**src/design/kplc_pkg.sv**
```systemverilog
// Shared constants for the keypad code lock: register map, input kinds,
// event codes and code-compare sizing. No dependencies.
`timescale 1ns / 1ps
`default_nettype none

package kplc_pkg;

    // Number of keys in a code; the entry buffer is four key bytes wide.
    localparam int CODE_LENGTH = 4;
    localparam int CNT_W       = $clog2(CODE_LENGTH + 1);

    localparam logic [31:0] CODE_MASK = (CODE_LENGTH >= 4) ? 32'hFFFF_FFFF :
        32'((64'd1 << (8 * CODE_LENGTH)) - 64'd1);

    localparam logic [7:0] KEY_CANCEL = 8'h2A;

    // Register indexes (byte address = 4 * index)
    typedef enum logic [1:0] {
        REG_PIN_CODE     = 2'd0,
        REG_MAX_WRONG    = 2'd1,
        REG_WRONG_WINDOW = 2'd2,
        REG_IDLE_TIMEOUT = 2'd3
    } reg_idx_t;

    // Input item kinds
    localparam logic [1:0] KIND_START = 2'd0;
    localparam logic [1:0] KIND_KEY   = 2'd1;
    localparam logic [1:0] KIND_TICK  = 2'd2;

    // Result events
    localparam logic [3:0] EV_NONE      = 4'd0;
    localparam logic [3:0] EV_STARTED   = 4'd1;
    localparam logic [3:0] EV_REFUSED   = 4'd2;
    localparam logic [3:0] EV_KEY_TAKEN = 4'd3;
    localparam logic [3:0] EV_UNLOCKED  = 4'd4;
    localparam logic [3:0] EV_FACTORY   = 4'd5;
    localparam logic [3:0] EV_WRONG     = 4'd6;
    localparam logic [3:0] EV_DISABLED  = 4'd7;
    localparam logic [3:0] EV_CANCEL    = 4'd8;
    localparam logic [3:0] EV_TIMEOUT   = 4'd9;

endpackage

`default_nettype wire

```
**src/design/keypad_pin_lock_controller_core.sv**
```systemverilog
// Keypad code lock with wrong-entry lockout: stream in, one result beat out per item.
// Depends on kplc_pkg for the register map, event codes and code sizing.
//
// Each input beat lands in an input register; once the result side can advance, its result
// is worked out by one pass of compare and update logic and loaded, together with the lock
// state, into the result register. One item is taken every clock cycle while the sink is
// ready, and its result beat is valid once the result register is loaded. While a result
// waits for the sink, the input register still takes one more beat; the input then stalls
// until the sink takes the result. The user must write registers over the APB port only
// while no item is in flight; the block itself does not enforce this.
`timescale 1ns / 1ps
`default_nettype none

module keypad_pin_lock_controller_core (
    input  wire logic        clk,
    input  wire logic        rst_n,
    // input stream
    input  wire logic        s_tvalid,
    output logic             s_tready,
    input  wire logic [47:0] s_tdata,   // key_code[7:0], reset_request[8], wall_seconds[40:9]
    input  wire logic [1:0]  s_tuser,   // kind[1:0]
    // result stream
    output logic             m_tvalid,
    input  wire logic        m_tready,
    output logic [15:0]      m_tdata,   // event_res[3:0], keys_entered[6:4], wrong_count[14:7]
    // configuration
    input  wire logic        psel,
    input  wire logic        penable,
    input  wire logic        pwrite,
    input  wire logic [3:0]  paddr,
    input  wire logic [31:0] pwdata,
    output logic [31:0]      prdata,
    output logic             pready
);

    localparam int CW = kplc_pkg::CNT_W;

    // configuration registers
    logic [31:0] pin_code_reg;
    logic [7:0]  max_wrong_reg;
    logic [31:0] wrong_window_reg;
    logic [31:0] idle_timeout_reg;

    // input register
    logic        in_valid_reg;
    logic [1:0]  in_kind_reg;
    logic [7:0]  in_key_reg;
    logic        in_rst_req_reg;
    logic [31:0] in_now_reg;

    // lock state
    logic          session_reg,   session_next;
    logic          reset_mode_reg, reset_mode_next;
    logic [31:0]   buffer_reg,    buffer_next;
    logic [CW-1:0] count_reg,     count_next;
    logic [7:0]    wrong_reg,     wrong_next;
    logic [31:0]   first_wrong_reg, first_wrong_next;
    logic [31:0]   idle_reg,      idle_next;

    // result register
    logic        out_valid_reg;
    logic [3:0]  ev_reg, ev_next;

    logic        advance;
    logic        cfg_write;

    // scratch for the single pass
    logic        window_clear;
    logic [7:0]  wrong_eff;
    logic [31:0] first_eff;
    logic [31:0] shifted;
    logic [7:0]  wrong_inc;
    logic [31:0] idle_inc;

    assign advance  = in_valid_reg && (!out_valid_reg || m_tready);
    assign s_tready = !in_valid_reg || advance;

    assign pready    = 1'b1;
    assign cfg_write = psel && penable && pwrite && pready;

    always_comb
    begin
        case (kplc_pkg::reg_idx_t'(paddr[3:2]))
            kplc_pkg::REG_PIN_CODE:     prdata = pin_code_reg;
            kplc_pkg::REG_MAX_WRONG:    prdata = {24'd0, max_wrong_reg};
            kplc_pkg::REG_WRONG_WINDOW: prdata = wrong_window_reg;
            kplc_pkg::REG_IDLE_TIMEOUT: prdata = idle_timeout_reg;
            default:                    prdata = 32'd0;
        endcase
    end

    always_comb
    begin
        session_next     = session_reg;
        reset_mode_next  = reset_mode_reg;
        buffer_next      = buffer_reg;
        count_next       = count_reg;
        wrong_next       = wrong_reg;
        first_wrong_next = first_wrong_reg;
        idle_next        = idle_reg;
        ev_next          = kplc_pkg::EV_NONE;

        window_clear = (first_wrong_reg != 32'd0) && (in_now_reg >= first_wrong_reg) &&
                       ((in_now_reg - first_wrong_reg) > wrong_window_reg);
        wrong_eff = window_clear ? 8'd0  : wrong_reg;
        first_eff = window_clear ? 32'd0 : first_wrong_reg;
        shifted   = {buffer_reg[23:0], in_key_reg};
        wrong_inc = (wrong_reg == 8'hFF) ? wrong_reg : wrong_reg + 8'd1;
        idle_inc  = (idle_reg == 32'hFFFF_FFFF) ? idle_reg : idle_reg + 32'd1;

        case (in_kind_reg)
            kplc_pkg::KIND_START:
            begin
                // drop any running session, then decide afresh
                session_next     = 1'b0;
                buffer_next      = 32'd0;
                count_next       = '0;
                idle_next        = 32'd0;
                wrong_next       = wrong_eff;
                first_wrong_next = first_eff;
                if (first_eff == 32'd0 && wrong_eff == 8'd0 && max_wrong_reg != 8'd0)
                    ev_next = kplc_pkg::EV_STARTED;
                else if (wrong_eff >= max_wrong_reg)
                    ev_next = kplc_pkg::EV_REFUSED;
                else
                    ev_next = kplc_pkg::EV_STARTED;
                if (ev_next == kplc_pkg::EV_STARTED)
                begin
                    session_next    = 1'b1;
                    reset_mode_next = in_rst_req_reg;
                end
            end
            kplc_pkg::KIND_KEY:
            begin
                if (session_reg && in_key_reg != 8'd0)
                begin
                    idle_next = 32'd0;
                    if (in_key_reg == kplc_pkg::KEY_CANCEL)
                    begin
                        session_next = 1'b0;
                        buffer_next  = 32'd0;
                        count_next   = '0;
                        ev_next      = kplc_pkg::EV_CANCEL;
                    end
                    else if (32'(count_reg) + 32'd1 >= 32'(kplc_pkg::CODE_LENGTH))
                    begin
                        buffer_next = 32'd0;
                        count_next  = '0;
                        if ((shifted & kplc_pkg::CODE_MASK) ==
                            (pin_code_reg & kplc_pkg::CODE_MASK))
                        begin
                            ev_next = reset_mode_reg ? kplc_pkg::EV_FACTORY
                                                     : kplc_pkg::EV_UNLOCKED;
                            wrong_next       = 8'd0;
                            first_wrong_next = 32'd0;
                            session_next     = 1'b0;
                        end
                        else
                        begin
                            wrong_next = wrong_inc;
                            // stamp the first miss only
                            if (wrong_inc == 8'd1)
                                first_wrong_next = in_now_reg;
                            if (wrong_inc >= max_wrong_reg)
                            begin
                                ev_next      = kplc_pkg::EV_DISABLED;
                                session_next = 1'b0;
                            end
                            else
                                ev_next = kplc_pkg::EV_WRONG;
                        end
                    end
                    else
                    begin
                        buffer_next = shifted;
                        count_next  = count_reg + CW'(1);
                        ev_next     = kplc_pkg::EV_KEY_TAKEN;
                    end
                end
            end
            kplc_pkg::KIND_TICK:
            begin
                if (session_reg)
                begin
                    idle_next = idle_inc;
                    if (idle_inc > idle_timeout_reg)
                    begin
                        session_next = 1'b0;
                        buffer_next  = 32'd0;
                        count_next   = '0;
                        idle_next    = 32'd0;
                        ev_next      = kplc_pkg::EV_TIMEOUT;
                    end
                end
            end
            default:
            begin
                ev_next = kplc_pkg::EV_NONE;
            end
        endcase
    end

    // configuration registers
    always_ff @(posedge clk or negedge rst_n)
    begin
        if (!rst_n)
        begin
            pin_code_reg     <= 32'd0;
            max_wrong_reg    <= 8'd5;
            wrong_window_reg <= 32'd1800;
            idle_timeout_reg <= 32'd10000;
        end
        else if (cfg_write)
        begin
            case (kplc_pkg::reg_idx_t'(paddr[3:2]))
                kplc_pkg::REG_PIN_CODE:     pin_code_reg     <= pwdata;
                kplc_pkg::REG_MAX_WRONG:    max_wrong_reg    <= pwdata[7:0];
                kplc_pkg::REG_WRONG_WINDOW: wrong_window_reg <= pwdata;
                kplc_pkg::REG_IDLE_TIMEOUT: idle_timeout_reg <= pwdata;
                default:                    pin_code_reg     <= pin_code_reg;
            endcase
        end
    end

    // input register: hold the beat until the result side can take it
    always_ff @(posedge clk or negedge rst_n)
    begin
        if (!rst_n)
            in_valid_reg <= 1'b0;
        else if (s_tready)
            in_valid_reg <= s_tvalid;
    end

    always_ff @(posedge clk)
    begin
        if (s_tvalid && s_tready)
        begin
            in_kind_reg    <= s_tuser;
            in_key_reg     <= s_tdata[7:0];
            in_rst_req_reg <= s_tdata[8];
            in_now_reg     <= s_tdata[40:9];
        end
    end

    // lock state and result register
    always_ff @(posedge clk or negedge rst_n)
    begin
        if (!rst_n)
        begin
            session_reg     <= 1'b0;
            reset_mode_reg  <= 1'b0;
            buffer_reg      <= 32'd0;
            count_reg       <= '0;
            wrong_reg       <= 8'd0;
            first_wrong_reg <= 32'd0;
            idle_reg        <= 32'd0;
            out_valid_reg   <= 1'b0;
            ev_reg          <= kplc_pkg::EV_NONE;
        end
        else
        begin
            if (advance)
            begin
                session_reg     <= session_next;
                reset_mode_reg  <= reset_mode_next;
                buffer_reg      <= buffer_next;
                count_reg       <= count_next;
                wrong_reg       <= wrong_next;
                first_wrong_reg <= first_wrong_next;
                idle_reg        <= idle_next;
                ev_reg          <= ev_next;
                out_valid_reg   <= 1'b1;
            end
            else if (m_tready)
                out_valid_reg <= 1'b0;
        end
    end

    // keys_entered and wrong_count reflect the state left by the item in the result register
    assign m_tvalid = out_valid_reg;
    assign m_tdata  = {1'b0, wrong_reg, 3'(count_reg), ev_reg};

endmodule

`default_nettype wire

```
**config.mk**
```make
export PLATFORM = sky130hd
export DESIGN_NAME = keypad_pin_lock_controller_core
export DESIGN_NICKNAME = d
export VERILOG_FILES = /design/src/design/kplc_pkg.sv /design/src/design/keypad_pin_lock_controller_core.sv
export SDC_FILE = /design/constraint.sdc
export NUM_CORES = 1
export LEC_CHECK = 0
export ABC_CLOCK_PERIOD_IN_PS = 7600
export BUFFER_PORTS_ARGS = -buffer_cell sky130_fd_sc_hd__buf_2
export CAP_MARGIN = 40
export CORE_MARGIN = 1.5
export CORE_UTILIZATION = 35
export CTS_CLUSTER_SIZE = 16
export DETAILED_ROUTE_END_ITERATION = 7
export HOLD_SLACK_MARGIN = 0.15
export PLACE_DENSITY_LB_ADDON = 0.05
export SYNTH_ARGS = -nofsm -noshare
export SYNTH_HDL_FRONTEND = slang
export SYNTH_SLANG_ARGS = --single-unit
```
**constraint.sdc**
```tcl
create_clock -name clk -period 7.6 [get_ports clk]
set_clock_uncertainty 0.05 [all_clocks]
set_input_delay 0.76 -clock clk [delete_from_list [all_inputs] [get_ports clk]]
set_output_delay 0.76 -clock clk [all_outputs]
set_load 0.005 [all_outputs]
```
==> impl_metrics.py, run 1 <==
metrics = {
    "global_routing": {
        "grtUsageTotal_pct": 19.9,
        "grt_max_degree": 111,
        "grt_pass1_wl_mm": 68.4,
        "grt_pass1_vias": 11600,
        "antenna_found_initial": 1,
        "groute.layer.met2.usage_pct": 32.3,
        "grt_use_met1_pct": 27.7,
        "busiest_layer": "met2",
        "met3_usage_pct": 2.17,
        "gr-total-overflow": 0,
    },
    "cells_and_area": {
        "fin_util_pct": 41.2,
        "fin_nets": 1842,
        "final_cells": 2238,
        "syn2layout_area_growth_pct": 16.0,
        "diodes": 0,
        "final_area_sq_um": 17700,
        "drive_gt1_share_pct": 20.5,
    },
    "pwr": {
        "switching_share_pct": 30.3,
        "p_seq_share_pct": 41.0,
        "powerDensity_nw_per_um2": 240,
        "peakVddDrop_mv": 0.191,
        "p_clk_share_pct": 37.5,
        "p_int_mw": 2.96,
        "combPwrFrac_pct": 21.6,
        "p_sw_mw": 1.29,
        "p_leak_nw": 8.15,
    },
    "clock_tree": {
        "cts_tree": "yes",
        "cts.path.max_buffers": 3,
        "clk_pin_slew_ns": 0.06,
        "postCtsHoldBufs": 0,
        "cts_sinks": 254,
        "cts_root_buffer": "clkbuf_16",
        "clk_latency_ns": 0.59,
        "cts_inserted_buffers": 31,
        "htree_levels": 1,
        "cts_setup_buffers": 0,
        "cts_resized": 0,
    },
    "floorplan": {
        "die_area_sq_um": 44900,
        "die_h_um": 212,
        "die_w_um": 212,
        "rows": 76,
        "num_io_pins": 144,
        "design.core.area_sq_um": 43100,
        "start_util_pct": 35.5,
    },
    "critical_path": {
        "path_max_fanout": 11,
        "critical-path-top-delay-family": "compound AO/OA/AOI/OAI gates",
        "end_kind": "flip-flop",
        "critical_path_class": "flip-flop to flip-flop",
        "rrSetupSlack_ns": 0.78,
        "crit_buf_inv": 0,
        "worst_setup_path_start_kind": "flip-flop",
        "cp_data_arrival_time_ns": 7.24,
        "critPathMostFrequentCell": "o21ai_0",
        "slowest_delay_ns": 0.44,
        "slowest_stage": "dfrtp_1",
        "cp.required_ns": 8.02,
    },
    "synth": {
        "ys_types": 65,
        "synthTopCellsByArea": "dfrtp_1 33%, ha_1 9.8%, edfxtp_1 8.4%",
        "syn_nets": 1715,
        "synth_top_area_share_pct": 32.7,
        "syn_area_per_cell_sq_um": 10.2,
        "ys_ff_latch": 254,
        "synth_edf_count": 43,
        "synth_warnings": 0,
        "seq_area_frac_synth_pct": 43.1,
        "synthFlopType": "dfrtp_1",
        "async_flop_share_pct": 83.1,
        "postSynthCellCount": 1501,
        "yosys.area.top_type": "dfrtp_1",
        "netlist_area_sq_um": 15300,
    },
    "timing": {
        "finalCritPeriodShare_pct": 89.7,
        "tns_ns": 0,
        "period_minus_slack_ns": 6.82,
        "rsz0062_at_grt": "no",
        "setup_viol": 0,
        "max_freq_ghz": 0.147,
        "drv_slew": 0,
        "slew_headroom_pct": 38.6,
        "worstMarginPinSlew_ns": 0.921,
        "hold_violations": 0,
    },
    "job": {
        "cap_violations": 0,
    },
    "routing": {
        "first_pass_iters": 7,
        "wl_per_cell_um": 19.7,
        "dr.first_iter.drc_count": 632,
        "ant_nets": 0,
        "drc": 0,
        "num_vias": 11400,
        "wl_mm": 44.1,
        "viasPerCell": 5.09,
    },
    "outcome": {
        "status": "finished, final reports clean",
    },
    "placed_design": {
        "place_inst": 2180,
        "placed_cell_area_sq_um": 16600,
        "io_buffer_count": 132,
        "dp_hpwl_mm": 33.0,
        "gp_congestion": 0.831,
    },
    "worst_hold_path": {
        "hp-class": "input port to asynchronous set/reset pin",
    },
}
==> placed cells by master, fill, tap and decap left out, types with 6 or more instances in the layout <==
| master | Yosys | layout |
|---|---|---|
| and2_1 | 15 | 14 |
| or3_1 | 12 | 12 |
| a22o_1 | 75 | 75 |
| nand2b_1 | 14 | 14 |
| a211oi_1 | 6 | 6 |
| mux4_2 | 8 | 8 |
| dfstp_2 | 11 | 11 |
| mux2_2 | 99 | 99 |
| inv_1 | 139 | 139 |
| and4_1 | 7 | 7 |
| a21oi_1 | 63 | 63 |
| clkbuf_16 | 0 | 31 |
| nand3_1 | 26 | 25 |
| clkbuf_1 | 37 | 6 |
| ha_1 | 120 | 120 |
| xnor2_1 | 48 | 48 |
| nor3_1 | 18 | 17 |
| nor2_1 | 45 | 42 |
| nor2b_1 | 9 | 9 |
| xor2_1 | 46 | 46 |
| nand2_1 | 126 | 126 |
| a31oi_1 | 7 | 7 |
| a21o_1 | 46 | 46 |
| buf_4 | 2 | 16 |
| nor4_1 | 29 | 29 |
| o21a_1 | 14 | 14 |
| nand4_1 | 36 | 36 |
| buf_2 | 5 | 132 |
| o21ai_0 | 108 | 108 |
| clkbuf_8 | 0 | 6 |
| o21bai_1 | 7 | 7 |
| and3_1 | 7 | 7 |
| edfxtp_1 | 43 | 43 |
| dfrtp_1 | 200 | 200 |
==> per-stage QoR <==
stage               hold WS [ns]  total power, mW  setup WS (ns)
detailed placement         0.413             2.70          0.626
finish                     0.180             4.25          0.779
floorplan                  0.404             2.31           1.71
global placement           0.411             2.67          0.680
global route               0.261             4.49          0.179
CTS                        0.216             4.31          0.613
==> Yosys cell counts (12+ instances only) <==
library cell	number
xnor2_1	48
and2_1	15
nand2b_1	14
ha_1	120
nor4_1	29
nand4_1	36
mux2_2	99
xor2_1	46
dfrtp_1	200
or3_1	12
a21o_1	46
nand2_1	126
clkbuf_1	37
edfxtp_1	43
o21a_1	14
a21oi_1	63
nor2_1	45
a22o_1	75
inv_1	139
o21ai_0	108
nor3_1	18
nand3_1	26
==> cell type report <==
class / count / area, sq um
clock buffers: 43 / 881
clock inverters: 15 / 206
fillers: 4303 / 25300
inverters: 139 / 522
multi-input cells: 1049 / 7930
flip-flops and latches: 254 / 6590
well taps: 585 / 732
repair buffers: 153 / 881
==> path summary, 6_finish.rpt <==
check	start	to	cells after the start
min in group clk	s_tdata[15]	in_now_reg[6]	1
setup reg to reg	first_wrong_reg[0]	reset_mode_reg	28
hold reg to reg	in_rst_req_reg	reset_mode_reg	1
max in group asynchronous	rst_n	first_wrong_reg[26]	3
hold / removal	rst_n	in_valid_reg	1
setup / recovery	first_wrong_reg[0]	reset_mode_reg	28
==> logic make-up (layout without fill, tap and decap cells) <==
group                      Yosys count  after routing  share of synthesized area [%]
AOI/OAI and AO/OA                  364            364                           15.8
xor gates and xnor gates            94             94                           5.39
adders and majority gates          121            121                           9.95
buffers and inverters              198            350                           5.20
DFF                                254            254                           43.1
muxes                              110            110                           8.67
other                                2              2                         0.0491
and+or+nand+nor                    358            358                           11.8
==> power by group through the flow <==
| stage | registers, mW | logic (mW) | clock network, mW |
|---|---|---|---|
| final | 1.74 | 0.916 | 1.59 |
| after global routing | 1.77 | 1.04 | 1.69 |
| after CTS | 1.74 | 0.934 | 1.64 |
| after detailed placement | 1.77 | 0.929 | 0 |
| after global placement | 1.76 | 0.910 | 0 |
| after floorplan | 1.69 | 0.621 | 0 |
==> per-layer routing <==
layer	share of wire (%)	vias to the layer above	routed length, um
met3	2.9	61	1270
met2	46	166	20400
met4	3.2	2	1430
met5	0.029	-	13
met1	48	5516	21000
li1	-	5653	-
Note: power is estimated with default switching activity, not from simulation.
==> inputs of run 2 (changes only) <==
CELL_PAD_IN_SITES_DETAIL_PLACEMENT = 1   (was default)
CELL_PAD_IN_SITES_GLOBAL_PLACEMENT = 1   (was default)
GPL_TIMING_DRIVEN = 0   (was default)
==> run 2 against run 1 <==
Critical path depth increased by 3. Combinational power up 3.1%. Die area unchanged. Clock-buffer cell count down 7. Register-to-register slack worse by 0.26 ns. Hold slack better by 0.11 ns. Global-route usage is 2.1 points higher. Highest routed layer is now met4.
==> impl_metrics.py, run 2 (synthesized netlist as in run 1, its figures left out) <==
metrics = {
    "clock_tree": {
        "cts_root_buffer": "clkbuf_16",
        "cts_inserted_buffers": 31,
        "clk_pin_slew_ns": 0.06,
        "cts_tree": "yes",
        "cts_setup_buffers": 0,
        "htree_levels": 1,
        "cts_sinks": 254,
        "clk_latency_ns": 0.59,
        "cts.path.max_buffers": 3,
    },
    "global_routing": {
        "gr-total-overflow": 0,
        "grt_max_degree": 80,
        "grt_pass1_wl_mm": 74.8,
        "grt_pass1_vias": 12600,
        "antenna_found_initial": 1,
        "grtUsageTotal_pct": 22.0,
    },
    "pwr": {
        "finalPower_mw": 4.21,
        "powerDensity_nw_per_um2": 236,
        "p_leak_nw": 8.17,
        "peakVddDrop_mv": 0.165,
    },
    "critical_path": {
        "cp_data_arrival_time_ns": 7.49,
        "worst_setup_path_start_kind": "flip-flop",
        "slowest_delay_ns": 0.41,
        "end_kind": "flip-flop",
        "critPathMostFrequentCell": "a21o_1",
        "crit_buf_inv": 2,
        "cp.required_ns": 8.01,
        "critical-path-top-delay-family": "compound AO/OA/AOI/OAI gates",
        "path_max_fanout": 10,
        "critical_path_class": "flip-flop to flip-flop",
        "slowest_stage": "edfxtp_1",
    },
    "timing": {
        "rsz0062_at_grt": "no",
        "setup_ws_ns": 0.519,
        "drv_slew": 0,
        "setup_viol": 0,
        "worstMarginPinSlew_ns": 0.996,
        "period_minus_slack_ns": 7.08,
        "tns_ns": 0,
        "max_freq_ghz": 0.141,
        "slew_headroom_pct": 32.7,
        "hold_violations": 0,
        "finalCritPeriodShare_pct": 93.2,
    },
    "floorplan": {
        "die_w_um": 212,
        "design.core.area_sq_um": 43100,
        "die_h_um": 212,
        "die_area_sq_um": 44900,
        "rows": 76,
        "num_io_pins": 144,
        "start_util_pct": 35.5,
    },
    "placed_design": {
        "dp_hpwl_mm": 38.4,
        "gp_congestion": 0.859,
        "place_ws_ns": -0.284,
        "io_buffer_count": 131,
    },
    "cells_and_area": {
        "multi_input_area_sq_um": 7930,
        "fin_util_pct": 41.4,
        "syn2layout_area_growth_pct": 16.7,
        "final_common_cell": "dfrtp_1",
        "regArea_sq_um": 6590,
        "drive_gt1_share_pct": 19.9,
        "fin_nets": 1885,
        "final.fill_count": 4872,
        "final_cell_mix": "200 x dfrtp_1, 139 x inv_1, 137 x buf_2",
    },
    "routing": {
        "ant_nets": 0,
        "wl_per_cell_um": 21.3,
        "drc": 0,
        "viasPerCell": 5.22,
        "wl_mm": 48.6,
        "dr.first_iter.drc_count": 646,
        "num_vias": 11900,
        "first_pass_iters": 4,
    },
    "worst_hold_path": {
        "hp-class": "input port to flip-flop",
    },
    "outcome": {
        "status": "finished, final reports clean",
    },
    "job": {
        "cap_violations": 0,
    },
}
-- run 2: worst paths after layout --
kind / start / to / slack [ns] / cells after the start
setup / recovery: in_now_reg[7] / reset_mode_reg / 0.52 / 31
hold / removal: s_tdata[38] / in_now_reg[29] / 0.29 / 1
setup reg to reg: in_now_reg[7] / reset_mode_reg / 0.52 / 31
hold reg to reg: in_rst_req_reg / reset_mode_reg / 0.44 / 1
max in group asynchronous: rst_n / first_wrong_reg[20] / 6.02 / 3
min in group asynchronous: rst_n / ev_reg[3] / 0.66 / 2
-- run 2: worst register-to-register path, delay by kind of cell, from the launching register on --
family	cells	cell delay (ns)
and+or+nand+nor	3	0.40
muxes	1	0.37
DFF	1	0.41
adders and majority gates	3	0.84
AOI/OAI and AO/OA	21	4.20
buffers and inverters	2	0.47
xor gates and xnor gates	1	0.21
-- run 2: area by class of cell --
| type | instances | share of cell area, % |
|---|---|---|
| clock buffers | 36 | 4.68 |
| flip-flops and latches | 254 | 36.9 |
| multi-input cells | 1049 | 44.4 |
| inverters | 139 | 2.93 |
| well taps | 585 | 4.10 |
| plain buffers | 59 | 1.54 |
| repair buffers | 137 | 4.27 |
| clock inverters | 22 | 1.11 |
| diodes | 1 | 0.0140 |
-- run 2: layer usage --
metal  global-route usage (%)  vias up  wire, um
li1                         -     5747         -
met1                     29.0     5967     22600
met2                     37.8      138     23500
met3                     2.41       67      1000
met4                     6.50        0      1470
met5                        0        -         0
-- run 2: through the flow --
stage | instance area, sq um | std cells | hold slack [ns]
finish | 17800 | 2282 | 0.294
global route | 17800 | 2281 | 0.269
CTS | 17800 | 2281 | 0.256
detailed placement | 16800 | 2222 | 0.422
global placement | 16700 | 2217 | 0.421
floorplan | 15300 | 1501 | 0.404
-- run 2: report_power, final --
| group | internal [mW] | switching, mW | total, mW |
|---|---|---|---|
| clock network | 0.883 | 0.621 | 1.50 |
| logic | 0.424 | 0.520 | 0.944 |
| registers | 1.57 | 0.185 | 1.76 |
| total | 2.88 | 1.33 | 4.21 |
-- run 2: repair_timing --
item	in CTS	in global routing
endpoints found under the setup margin	4	4
hold buffers	1	0
hold endpoints to repair	53	0
gates resized for setup	3	6
==> inputs of run 3 (changes only) <==
GPL_TIMING_DRIVEN = default   (was 0)
==> run 3 against run 2 <==
Routed wire length down 4.2%. Highest routed layer unchanged. Sequential power about the same. Die area unchanged. Critical path depth down 3. Core utilization down 0.28 points. Critical path type unchanged. Sequential share of layout area up 0.25 points. Global-route usage down 0.84 points. Critical endpoint unchanged. Largest cell class unchanged. Clock-buffer cell count up 2. Final cell count down 1.9%. Worst setup slack better by 0.21 ns. Flip-flop and latch count unchanged.
==> impl_metrics.py, run 3 (synthesized netlist as in run 1, its figures left out) <==
metrics = {
    "critical_path": {
        "worst_setup_path_start_kind": "flip-flop",
        "path_max_fanout": 11,
        "critPathMostFrequentCell": "o21ai_0",
        "cp_data_arrival_time_ns": 7.29,
        "critical_path_class": "flip-flop to flip-flop",
        "slowest_stage": "dfrtp_1",
        "slowest_delay_ns": 0.44,
        "r2r_cells": 28,
        "path_depth": 28,
        "cp.required_ns": 8.01,
        "end_kind": "flip-flop",
        "crit_buf_inv": 0,
        "critical-path-top-delay-family": "compound AO/OA/AOI/OAI gates",
    },
    "timing": {
        "whs_ns": 0.153,
        "setup_viol": 0,
        "finalCritPeriodShare_pct": 90.4,
        "slew_headroom_pct": 45.4,
        "hold_violations": 0,
        "worstMarginPinSlew_ns": 0.809,
        "rsz0062_at_grt": "no",
        "tns_ns": 0,
        "drv_slew": 0,
        "period_minus_slack_ns": 6.87,
        "max_freq_ghz": 0.146,
    },
    "routing": {
        "wl_mm": 46.6,
        "wl_per_cell_um": 20.8,
        "drc": 0,
        "dr.first_iter.drc_count": 619,
        "num_vias": 11700,
        "first_pass_iters": 4,
        "ant_nets": 0,
        "viasPerCell": 5.23,
    },
    "clock_tree": {
        "cts_inserted_buffers": 31,
        "htree_levels": 1,
        "cts_resized": 0,
        "cts_tree": "yes",
        "postCtsHoldBufs": 0,
        "cts.path.max_buffers": 3,
        "cts_setup_buffers": 0,
        "clk_pin_slew_ns": 0.06,
        "cts_sinks": 254,
        "cts_root_buffer": "clkbuf_16",
        "clk_latency_ns": 0.58,
    },
    "placed_design": {
        "gp_congestion": 0.817,
        "dp_hpwl_mm": 35.2,
        "io_buffer_count": 132,
    },
    "cells_and_area": {
        "fin_nets": 1842,
        "drive_gt1_share_pct": 20.6,
        "final_cell_mix": "200 x dfrtp_1, 139 x inv_1, 132 x buf_2",
        "final_common_cell": "dfrtp_1",
        "syn2layout_area_growth_pct": 15.9,
        "final.fill_count": 4831,
        "diodes": 0,
    },
    "global_routing": {
        "grt_use_met1_pct": 29.7,
        "gr-total-overflow": 0,
        "groute.layer.met2.usage_pct": 34.7,
        "grtUsageTotal_pct": 21.1,
        "busiest_layer": "met2",
        "antenna_found_initial": 0,
        "met3_usage_pct": 2.27,
        "grt_max_degree": 94,
        "grt_pass1_vias": 12400,
        "grt_pass1_wl_mm": 73.0,
    },
    "pwr": {
        "combPwrFrac_pct": 21.5,
        "p_seq_share_pct": 40.8,
        "switching_share_pct": 30.7,
        "peakVddDrop_mv": 0.148,
        "p_sw_mw": 1.32,
        "p_int_mw": 2.98,
        "p_leak_nw": 8.13,
        "powerDensity_nw_per_um2": 242,
        "p_clk_share_pct": 37.7,
    },
    "worst_hold_path": {
        "hp-class": "input port to asynchronous set/reset pin",
    },
    "floorplan": {
        "design.core.area_sq_um": 43100,
        "die_w_um": 212,
        "die_area_sq_um": 44900,
        "num_io_pins": 144,
        "start_util_pct": 35.5,
        "die_h_um": 212,
        "rows": 76,
    },
    "outcome": {
        "status": "finished, final reports clean",
    },
    "job": {
        "cap_violations": 0,
    },
}
## run 3: cell type report
cell class | instances | area (sq um) | area share, %
Tap cell | 585 | 732 | 4.13
Clock buffer | 38 | 842 | 4.75
Timing Repair Buffer | 153 | 846 | 4.77
Multi-Input combinational cell | 1049 | 7930 | 44.8
Sequential cell | 254 | 6590 | 37.2
Inverter | 139 | 522 | 2.94
Clock inverter | 20 | 262 | 1.48
## run 3: final timing paths
path / startpoint / end / slack, ns
max: first_wrong_reg[0] / reset_mode_reg / 0.73
min: rst_n / count_reg[2] / 0.15
max in group asynchronous: rst_n / idle_timeout_reg[13] / 6.04
min in group clk: s_tdata[28] / in_now_reg[19] / 0.29
min reg2reg: ev_reg[2] / ev_reg[2] / 0.45
max reg2reg: first_wrong_reg[0] / reset_mode_reg / 0.73
## run 3: per-layer routing
| metal | share of wire, % | wire length (um) |
|---|---|---|
| met4 | 2.6 | 1200 |
| met5 | 0 | 0 |
| met2 | 47 | 21800 |
| met3 | 2.1 | 993 |
| met1 | 49 | 22600 |
## run 3: power by group through the flow
stage | clock, mW | combinational, mW | sequential (mW)
after floorplan | 0 | 0.621 | 1.69
after global placement | 0 | 0.909 | 1.77
after detailed placement | 0 | 0.939 | 1.78
after CTS | 1.66 | 0.945 | 1.75
after global routing | 1.71 | 1.04 | 1.77
final | 1.62 | 0.923 | 1.75
## run 3: metrics by stage
stage	cell area (sq um)	worst slack, ns	util (%)	power (mW)	instances
floorplan	15300	1.71	-	2.31	1501
global placement	16600	0.672	38.5	2.68	2177
detailed placement	16600	0.601	38.6	2.71	2180
CTS	17700	0.560	41.1	4.36	2238
global route	17700	0.123	41.1	4.53	2238
finish	17700	0.729	41.1	4.29	2238
## run 3: worst register-to-register path: cells and delay by family (launching register included)
family | cells | cell delay, ns
compound gates | 16 | 3.31
simple gates | 6 | 1.26
fa+ha+maj | 4 | 1.17
flops | 1 | 0.44
mux | 1 | 0.37
xor+xnor | 1 | 0.14
